## config.mk

```make
export PLATFORM = sky130hd
export DESIGN_NAME = line_command_light_switch_top
export DESIGN_NICKNAME = d
export VERILOG_FILES = /design/src/hw/rtl/lcls_pkg.sv /design/src/hw/rtl/line_command_light_switch_top.sv /design/src/hw/rtl/lcls_line.sv /design/src/hw/rtl/lcls_lights.sv
export SDC_FILE = /design/constraint.sdc
export NUM_CORES = 1
export LEC_CHECK = 0
export BUFFER_PORTS_ARGS = -buffer_cell sky130_fd_sc_hd__buf_2
export CAP_MARGIN = 20
export CELL_PAD_IN_SITES_DETAIL_PLACEMENT = 1
export CELL_PAD_IN_SITES_GLOBAL_PLACEMENT = 2
export CORE_UTILIZATION = 29
export CTS_CLUSTER_SIZE = 12
export DETAILED_ROUTE_END_ITERATION = 10
export GPL_TIMING_DRIVEN = 0
export PLACE_DENSITY_LB_ADDON = 0.1
export SKIP_LAST_GASP = 1
export SYNTH_ARGS = -nofsm -noshare
export SYNTH_HDL_FRONTEND = slang
export SYNTH_SLANG_ARGS = --single-unit
```

## constraint.sdc

```tcl
create_clock -name i_clk -period 2.9 [get_ports i_clk]
set_input_delay 0 -clock i_clk [delete_from_list [all_inputs] [get_ports i_clk]]
set_output_delay 0 -clock i_clk [all_outputs]
set_load 0.01 [all_outputs]
```

## src/hw/rtl/lcls_pkg.sv

```systemverilog
// Shared types, constants and command-word matching for the line command light switch.
package lcls_pkg;

    // Line storage capacity; a line ends once it holds LINE_CAPACITY-1 bytes
    localparam int LINE_CAPACITY = 32;
    localparam int LEN_W         = $clog2(LINE_CAPACITY);

    // Control characters
    localparam logic [7:0] CHAR_NUL = 8'h00;
    localparam logic [7:0] CHAR_LF  = 8'h0A;
    localparam logic [7:0] CHAR_CR  = 8'h0D;

    // Command words, first character in the top byte
    localparam logic [31:0] WORD_L1ON  = "L1ON";
    localparam logic [39:0] WORD_L1OFF = "L1OFF";
    localparam logic [31:0] WORD_L2ON  = "L2ON";
    localparam logic [39:0] WORD_L2OFF = "L2OFF";
    localparam logic [31:0] WORD_L3ON  = "L3ON";
    localparam logic [39:0] WORD_L3OFF = "L3OFF";

    // Number of command words, one seen flag each
    localparam int NUM_CMDS = 6;

    // Reported command codes
    typedef enum logic [2:0] {
        CMD_NONE  = 3'd0,
        CMD_L1ON  = 3'd1,
        CMD_L1OFF = 3'd2,
        CMD_L2ON  = 3'd3,
        CMD_L2OFF = 3'd4,
        CMD_L3ON  = 3'd5,
        CMD_L3OFF = 3'd6
    } t_cmd;

    // Last four bytes of the line, entry 0 the newest
    typedef logic [3:0][7:0] t_hist;

    // Line-end event passed from the line tracker to the light control
    typedef struct packed {
        logic                valid;
        logic                full;
        logic [NUM_CMDS-1:0] flags;
    } t_line_end;

    // Four-character word ends with the new byte
    function automatic logic tail_is4(input logic [7:0] c, input t_hist hist,
                                      input logic [31:0] word);
        return (c == word[7:0]) && (hist[0] == word[15:8]) &&
               (hist[1] == word[23:16]) && (hist[2] == word[31:24]);
    endfunction

    // Five-character word ends with the new byte
    function automatic logic tail_is5(input logic [7:0] c, input t_hist hist,
                                      input logic [39:0] word);
        return (c == word[7:0]) && (hist[0] == word[15:8]) &&
               (hist[1] == word[23:16]) && (hist[2] == word[31:24]) &&
               (hist[3] == word[39:32]);
    endfunction

endpackage

```

## src/hw/rtl/line_command_light_switch_top.sv

```systemverilog
// Top level of the line command light switch: input register and the two processing parts.
// Takes one received byte per cycle and gathers bytes into lines; NUL bytes are dropped,
// a CR or LF ends a non-empty line, and a line also ends when it holds LINE_CAPACITY-1
// bytes. While a line builds, the newest byte and the four before it are compared against
// L1ON, L1OFF, L2ON, L2OFF, L3ON and L3OFF; at line end the first seen command in that
// order switches its light, and one result word gives the three light states, the command
// code (0 for none) and whether the line ended full. A byte is held in the input register;
// when the final byte of a line advances, the line's result is loaded into the output
// register. One byte is taken every cycle as long as the output register is free or
// being read. No clearing pass after reset.
module line_command_light_switch_top
    import lcls_pkg::*;
(
    input  logic       i_clk,
    input  logic       i_rst_n,
    input  logic       i_in_valid,
    output logic       o_in_ready,
    input  logic [7:0] i_rx_byte,
    output logic       o_out_valid,
    input  logic       i_out_ready,
    output logic       o_light_one_on,
    output logic       o_light_two_on,
    output logic       o_light_three_on,
    output logic [2:0] o_matched_command,
    output logic       o_line_was_full
);

    logic       r_in_valid;
    logic [7:0] r_in_byte;
    logic       step;
    t_line_end  line_end;

    // Advance the held byte when the result register has room
    assign step       = r_in_valid && (!o_out_valid || i_out_ready);
    assign o_in_ready = !r_in_valid || step;

    // Hold the input word
    always_ff @(posedge i_clk) begin
        if (!i_rst_n) begin
            r_in_valid <= 1'b0;
        end else if (o_in_ready) begin
            r_in_valid <= i_in_valid;
        end
    end

    always_ff @(posedge i_clk) begin
        if (o_in_ready && i_in_valid) begin
            r_in_byte <= i_rx_byte;
        end
    end

    lcls_line u_line (
        .i_clk   (i_clk),
        .i_rst_n (i_rst_n),
        .i_step  (step),
        .i_byte  (r_in_byte),
        .o_end   (line_end)
    );

    lcls_lights u_lights (
        .i_clk             (i_clk),
        .i_rst_n           (i_rst_n),
        .i_end             (line_end),
        .i_out_ready       (i_out_ready),
        .o_out_valid       (o_out_valid),
        .o_light_one_on    (o_light_one_on),
        .o_light_two_on    (o_light_two_on),
        .o_light_three_on  (o_light_three_on),
        .o_matched_command (o_matched_command),
        .o_line_was_full   (o_line_was_full)
    );

endmodule

```

## src/hw/rtl/lcls_line.sv

```systemverilog
// Line tracker: byte history, line length, command seen flags and line-end detection.
module lcls_line
    import lcls_pkg::*;
(
    input  logic       i_clk,
    input  logic       i_rst_n,
    input  logic       i_step,
    input  logic [7:0] i_byte,
    output t_line_end  o_end
);

    t_hist               r_hist, n_hist;
    logic [LEN_W-1:0]    r_len,  n_len;
    logic [NUM_CMDS-1:0] r_flags, n_flags;
    logic [NUM_CMDS-1:0] hits;
    logic [LEN_W-1:0]    len_inc;
    logic                is_term;

    // Compare the new byte and the history against every command word
    always_comb begin
        hits[0] = tail_is4(i_byte, r_hist, WORD_L1ON);
        hits[1] = tail_is5(i_byte, r_hist, WORD_L1OFF);
        hits[2] = tail_is4(i_byte, r_hist, WORD_L2ON);
        hits[3] = tail_is5(i_byte, r_hist, WORD_L2OFF);
        hits[4] = tail_is4(i_byte, r_hist, WORD_L3ON);
        hits[5] = tail_is5(i_byte, r_hist, WORD_L3OFF);
    end

    assign is_term = (i_byte == CHAR_LF) || (i_byte == CHAR_CR);
    assign len_inc = r_len + LEN_W'(1);

    // Append the byte or end the line
    always_comb begin
        n_hist  = r_hist;
        n_len   = r_len;
        n_flags = r_flags;
        o_end   = '{valid: 1'b0, full: 1'b0, flags: r_flags};
        if (i_step && (i_byte != CHAR_NUL)) begin
            if (is_term) begin
                if (r_len != '0) begin
                    o_end   = '{valid: 1'b1, full: 1'b0, flags: r_flags};
                    n_hist  = '0;
                    n_len   = '0;
                    n_flags = '0;
                end
            end else if (len_inc == LEN_W'(LINE_CAPACITY - 1)) begin
                o_end   = '{valid: 1'b1, full: 1'b1, flags: r_flags | hits};
                n_hist  = '0;
                n_len   = '0;
                n_flags = '0;
            end else begin
                n_hist  = {r_hist[2:0], i_byte};
                n_len   = len_inc;
                n_flags = r_flags | hits;
            end
        end
    end

    // Hold the line state
    always_ff @(posedge i_clk) begin
        if (!i_rst_n) begin
            r_hist  <= '0;
            r_len   <= '0;
            r_flags <= '0;
        end else begin
            r_hist  <= n_hist;
            r_len   <= n_len;
            r_flags <= n_flags;
        end
    end

    // The stored length never reaches the end-of-line count
    a_len_below_cap: assert property (@(posedge i_clk) disable iff (!i_rst_n)
        r_len != LEN_W'(LINE_CAPACITY - 1))
        else $error("line length reached capacity");

    // A line end leaves an empty line behind
    a_end_clears: assert property (@(posedge i_clk) disable iff (!i_rst_n)
        o_end.valid |=> (r_len == '0) && (r_flags == '0) && (r_hist == '0))
        else $error("line state not cleared after line end");

    // A line end only comes from a step with a non-empty line or a full one
    a_end_needs_step: assert property (@(posedge i_clk) disable iff (!i_rst_n)
        o_end.valid |-> i_step && ((r_len != '0) || o_end.full))
        else $error("line end without a pending line");

endmodule

```

## src/hw/rtl/lcls_lights.sv

```systemverilog
// Light control: command priority, light state and the result register.
module lcls_lights
    import lcls_pkg::*;
(
    input  logic      i_clk,
    input  logic      i_rst_n,
    input  t_line_end i_end,
    input  logic      i_out_ready,
    output logic      o_out_valid,
    output logic      o_light_one_on,
    output logic      o_light_two_on,
    output logic      o_light_three_on,
    output logic [2:0] o_matched_command,
    output logic      o_line_was_full
);

    logic [2:0] r_lights, n_lights;
    logic       r_out_valid;
    logic [2:0] r_out_lights;
    t_cmd       r_out_cmd;
    logic       r_out_full;
    t_cmd       code;

    // Pick the first seen command in fixed order
    always_comb begin
        priority if (i_end.flags[0]) code = CMD_L1ON;
        else if     (i_end.flags[1]) code = CMD_L1OFF;
        else if     (i_end.flags[2]) code = CMD_L2ON;
        else if     (i_end.flags[3]) code = CMD_L2OFF;
        else if     (i_end.flags[4]) code = CMD_L3ON;
        else if     (i_end.flags[5]) code = CMD_L3OFF;
        else                         code = CMD_NONE;
    end

    // Switch the addressed light
    always_comb begin
        n_lights = r_lights;
        unique case (code)
            CMD_L1ON:  n_lights[0] = 1'b1;
            CMD_L1OFF: n_lights[0] = 1'b0;
            CMD_L2ON:  n_lights[1] = 1'b1;
            CMD_L2OFF: n_lights[1] = 1'b0;
            CMD_L3ON:  n_lights[2] = 1'b1;
            CMD_L3OFF: n_lights[2] = 1'b0;
            default:   n_lights = r_lights;
        endcase
    end

    // Hold the lights and the result word until taken
    always_ff @(posedge i_clk) begin
        if (!i_rst_n) begin
            r_lights    <= '0;
            r_out_valid <= 1'b0;
        end else begin
            if (i_end.valid) begin
                r_lights    <= n_lights;
                r_out_valid <= 1'b1;
            end else if (i_out_ready) begin
                r_out_valid <= 1'b0;
            end
        end
    end

    // Load the result payload
    always_ff @(posedge i_clk) begin
        if (i_end.valid) begin
            r_out_lights <= n_lights;
            r_out_cmd    <= code;
            r_out_full   <= i_end.full;
        end
    end

    assign o_out_valid       = r_out_valid;
    assign o_light_one_on    = r_out_lights[0];
    assign o_light_two_on    = r_out_lights[1];
    assign o_light_three_on  = r_out_lights[2];
    assign o_matched_command = r_out_cmd;
    assign o_line_was_full   = r_out_full;

    // A new line end never overwrites a result still waiting
    a_no_overwrite: assert property (@(posedge i_clk) disable iff (!i_rst_n)
        i_end.valid |-> (!r_out_valid || i_out_ready))
        else $error("result overwritten before it was taken");

    // A line with no command leaves the lights alone
    a_none_keeps_lights: assert property (@(posedge i_clk) disable iff (!i_rst_n)
        (i_end.valid && (code == CMD_NONE)) |=> $stable(r_lights))
        else $error("lights changed without a command");

    // Reported lights match the held light state
    a_out_lights: assert property (@(posedge i_clk) disable iff (!i_rst_n)
        r_out_valid |-> (r_out_lights == r_lights))
        else $error("reported lights differ from light state");

endmodule

```

==> summary.md <==
| Metric | Value |
|---|---|
| Actual slew at the worst max-slew pin | `approximately 780 ps` |
| Crit path launch type | `flop` |
| DP Worst Slack | `190 ps` |
| Synth Area in Compound Gates | `0.210` |
| Synth Register Bits | `63` |
| Min-Delay Path Class | `in2reg` |
| Overflow after GRT | `0` |
| Most common cell in the netlist | `nor2_1` |
| Crit path cell chain | `buf_2 -> or3_1 -> a211oi_2 -> a311oi_2 -> a41oi_1 -> nand2b_1 -> a41oi_1 -> a21oi_1` |
| Post-synth net total | `307` |
| Routability cong. | `0.723` |
| Share of layout cells above drive strength 1 | `0.145` |
| Post-route minimum period | `2700 ps` |
| Maximum VDD drop | `0.000227 V` |
| Number of global-route vias before repair | `approximately 2,400` |
| Primary FF master, synth | `dfxtp_1` |
| Cells after Synth | `292` |
| Buffers & Inverters on Critical Path | `1` |
| Die Area | `approximately 10,000 um^2` |
| Netlist cell types | `54` |
| Via count | `roughly 2,400` |
| H-tree depth | `3` |
| CP max stage cell | `a311oi_2` |
| Setup ws final | `198 ps` |
| Synth Area in XOR/XNOR | `0.00313` |
| Leak pwr | `0.00122 uW` |
| Die height | `100 um` |
| Clk pin slew, worst setup/hold paths | `about 80 ps` |
| Share of Yosys cell area claimed by the top area cell type | `0.343` |
| Area of the mapped netlist | `2800 um^2` |
| Largest net degree at the start of global routing | `13` |
| Final Power | `about 1800 uW` |
| Non-Filler Instances | `467` |
| Drt via density | `5.18` |
| Final ANT Viol Nets | `0` |
| TritonCTS clock tree | `done` |
| Hold Vio Cnt, Final | `0` |
| Number of synthesized flops with an enable pin | `15` |
| Post-synth top cells | `nor2_1 (49), dfxtp_1 (48), a22oi_1 (31)` |
| DRC | `0` |
| Root buf cell | `clkbuf_8` |
| CP delay by family, top | `compound AO/OA/AOI/OAI gates` |
| Status | `complete, no violations` |
| Dpl cells | `441` |
| Final HPWL DP | `5650 um` |
| Core area | `about 9300 um^2` |
| Total GRT Usage | `0.167` |
| Clock buffer depth | `2` |
| Top-Level Pins | `21` |
| Fmax | `0.370 GHz` |
| Final wirelength | `7770 um` |
| Most Used Layer, Global Route | `met2` |
| Unrepaired setup endpoints after global routing | `false` |
| Die Width | `between 100 and 150 um` |
| Fin. max-slew vios | `0` |
| Post-CTS setup buffers | `0` |
| Fin util | `0.363` |
| Antenna Cells | `0` |
| WL/cell | `16.6 um` |
| CP required | `2990 ps` |
| Total CTS buffers | `9` |
| Clk_lat worst skew | `340 ps` |
| Synth-to-layout area growth | `20.3%` |
| Area leader, netlist | `dfxtp_1` |
| Max_cap viols | `0` |
| Synth Area per Inst | `9.58 um^2` |
| Initial antenna violation count | `0` |
| IO buf count | `20` |
| Worst setup EP type | `flop` |
| Final Skew | `12.3 ps` |
| First-pass GRT wire length | `12,700 um` |
| Rel. slew slack | `0.479` |
| Synth top area cells | `dfxtp_1 (34%), edfxtp_1 (16%), a22oi_1 (8.3%)` |
| TritonRoute pass-1 iters | `4` |
| Initial core utilization | `0.301` |
| Total negative setup slack | `0 ps` |
| Post-synth ARST share | `0` |
| Met3 Use GR | `0.0292` |
| First DRT Iteration DRCs | `63` |
| Global routing met1 resource utilization | `0.224` |
| Fillers | `1,110` |
| Synth warnings | `0` |
| Synth Area in Simple Gates | `0.240` |
| Setup Viol. Count Final | `0` |
| FP Rows | `35` |
| Nets | `348` |
| Kind of critical path | `reg2reg` |
| Worst path arrival time | `2790 ps` |
| Largest family of logic cells by synthesized area | `simple AND/OR/NAND/NOR gates` |
| Met2 Resource Use GR | `0.269` |
| Most used cell, CP | `a41oi_1` |
| PwrDens | `542 nW/um^2` |
| Critical path's largest stage delay | `650 ps` |
| Synth Area in Adders | `0.0134` |
| Clock sinks | `63` |
| Fin crit share | `0.932` |
| Critical Path Fanout Max | `9` |
| Multiplexer area fraction after synthesis | `0` |
| Register area share after synthesis | `0.504` |
[placed cells by master (no fill, tap or decap), types with 4 or more instances in the layout]
cell,count
nor2_1,49
dfxtp_1,48
a22oi_1,31
buf_2,24
nand2_1,17
a21oi_1,17
edfxtp_1,15
dlygate4sd3_1,10
clkbuf_8,9
clkbuf_1,8
inv_1,7
nand3_1,6
and2_1,6
o21ai_0,5
nor4_1,4
nor4bb_1,4
and4_1,4
nor2b_1,4
[cell type report]
type                            instances  area [um^2]  share of cell area
Tap cell                              129          161              0.0480
Multi-Input combinational cell        209         1320               0.391
Clock buffer                            9          124              0.0368
Inverter                                8         30.0             0.00892
Clock inverter                          7         72.6              0.0216
Sequential cell                        63         1410               0.419
Buffer                                 12         50.0              0.0149
Timing Repair Buffer                   30          200              0.0595
[where the power goes]
group | switching, uW | total [uW] | internal (uW) | leakage, uW
combinational | 65.0 | 106 | 41.2 | 0.000591
sequential | 25.9 | 943 | 917 | 0.000534
clock | 375 | 773 | 398 | 0.0000956
[worst register-to-register path, delay by kind of cell (launching register included)]
family / cells / cell delay (ps)
AO/OA/AOI/OAI: 5 / 1460
AND/OR/NAND/NOR: 2 / 470
flip-flops: 1 / 330
buffers and inverters: 1 / 230
[path summary, 6_finish.rpt]
| kind | slack (ps) | cells after the start | from | to |
|---|---|---|---|---|
| worst min-delay path | 60 | 3 | i_out_ready | u_lights.o_out_valid |
| worst max register to register | 200 | 8 | r_in_byte[3] | u_lights.r_out_lights[1] |
| worst max-delay path | 200 | 8 | r_in_byte[3] | u_lights.r_out_lights[1] |
| worst min register to register | 470 | 2 | u_lights.r_lights[2] | u_lights.r_lights[2] |
[logic make-up (layout without fill, tap and decap cells)]
logic type               count (synthesis)  count (layout)
AND/OR/NAND/NOR                        125             125
AO/OA/AOI/OAI                           80              80
flip-flops                              63              63
buffers and inverters                   20              66
adder cells (fa/ha/maj)                  3               3
XOR/XNOR                                 1               1
[flip-flops by register name, indices dropped and copies added (netlist names)]
signal                      count
r_in_valid                      1
u_lights.r_out_lights           3
u_line.r_flags                  6
u_lights.o_line_was_full        1
u_line.r_len                    5
u_lights.o_matched_command      3
u_lights.o_out_valid            1
u_lights.r_lights               3
r_in_byte                       8
u_line.r_hist                  32
[routing by layer]
layer,vias to the layer above,share of wire
met5,-,0
met4,0,0.012
met3,7,0.017
met2,21,0.47
met1,1204,0.50
li1,1187,-
[timing repair]
action                                 CTS  global route
endpoints found under the hold margin    9             0
gates resized for setup                  0             1
hold buffers                            10             0
setup endpoints to repair                0             1
[per-stage QoR]
step / hold slack [ps] / area (um^2)
2_1_floorplan: 98.9 / 2800
3_3_place_gp: 178 / 3060
3_5_place_dp: 180 / 3060
4_1_cts: 7.12 / 3360
5_1_grt: 89.2 / 3370
6_report: 58.2 / 3370
Power figures use the tool's default switching activity.
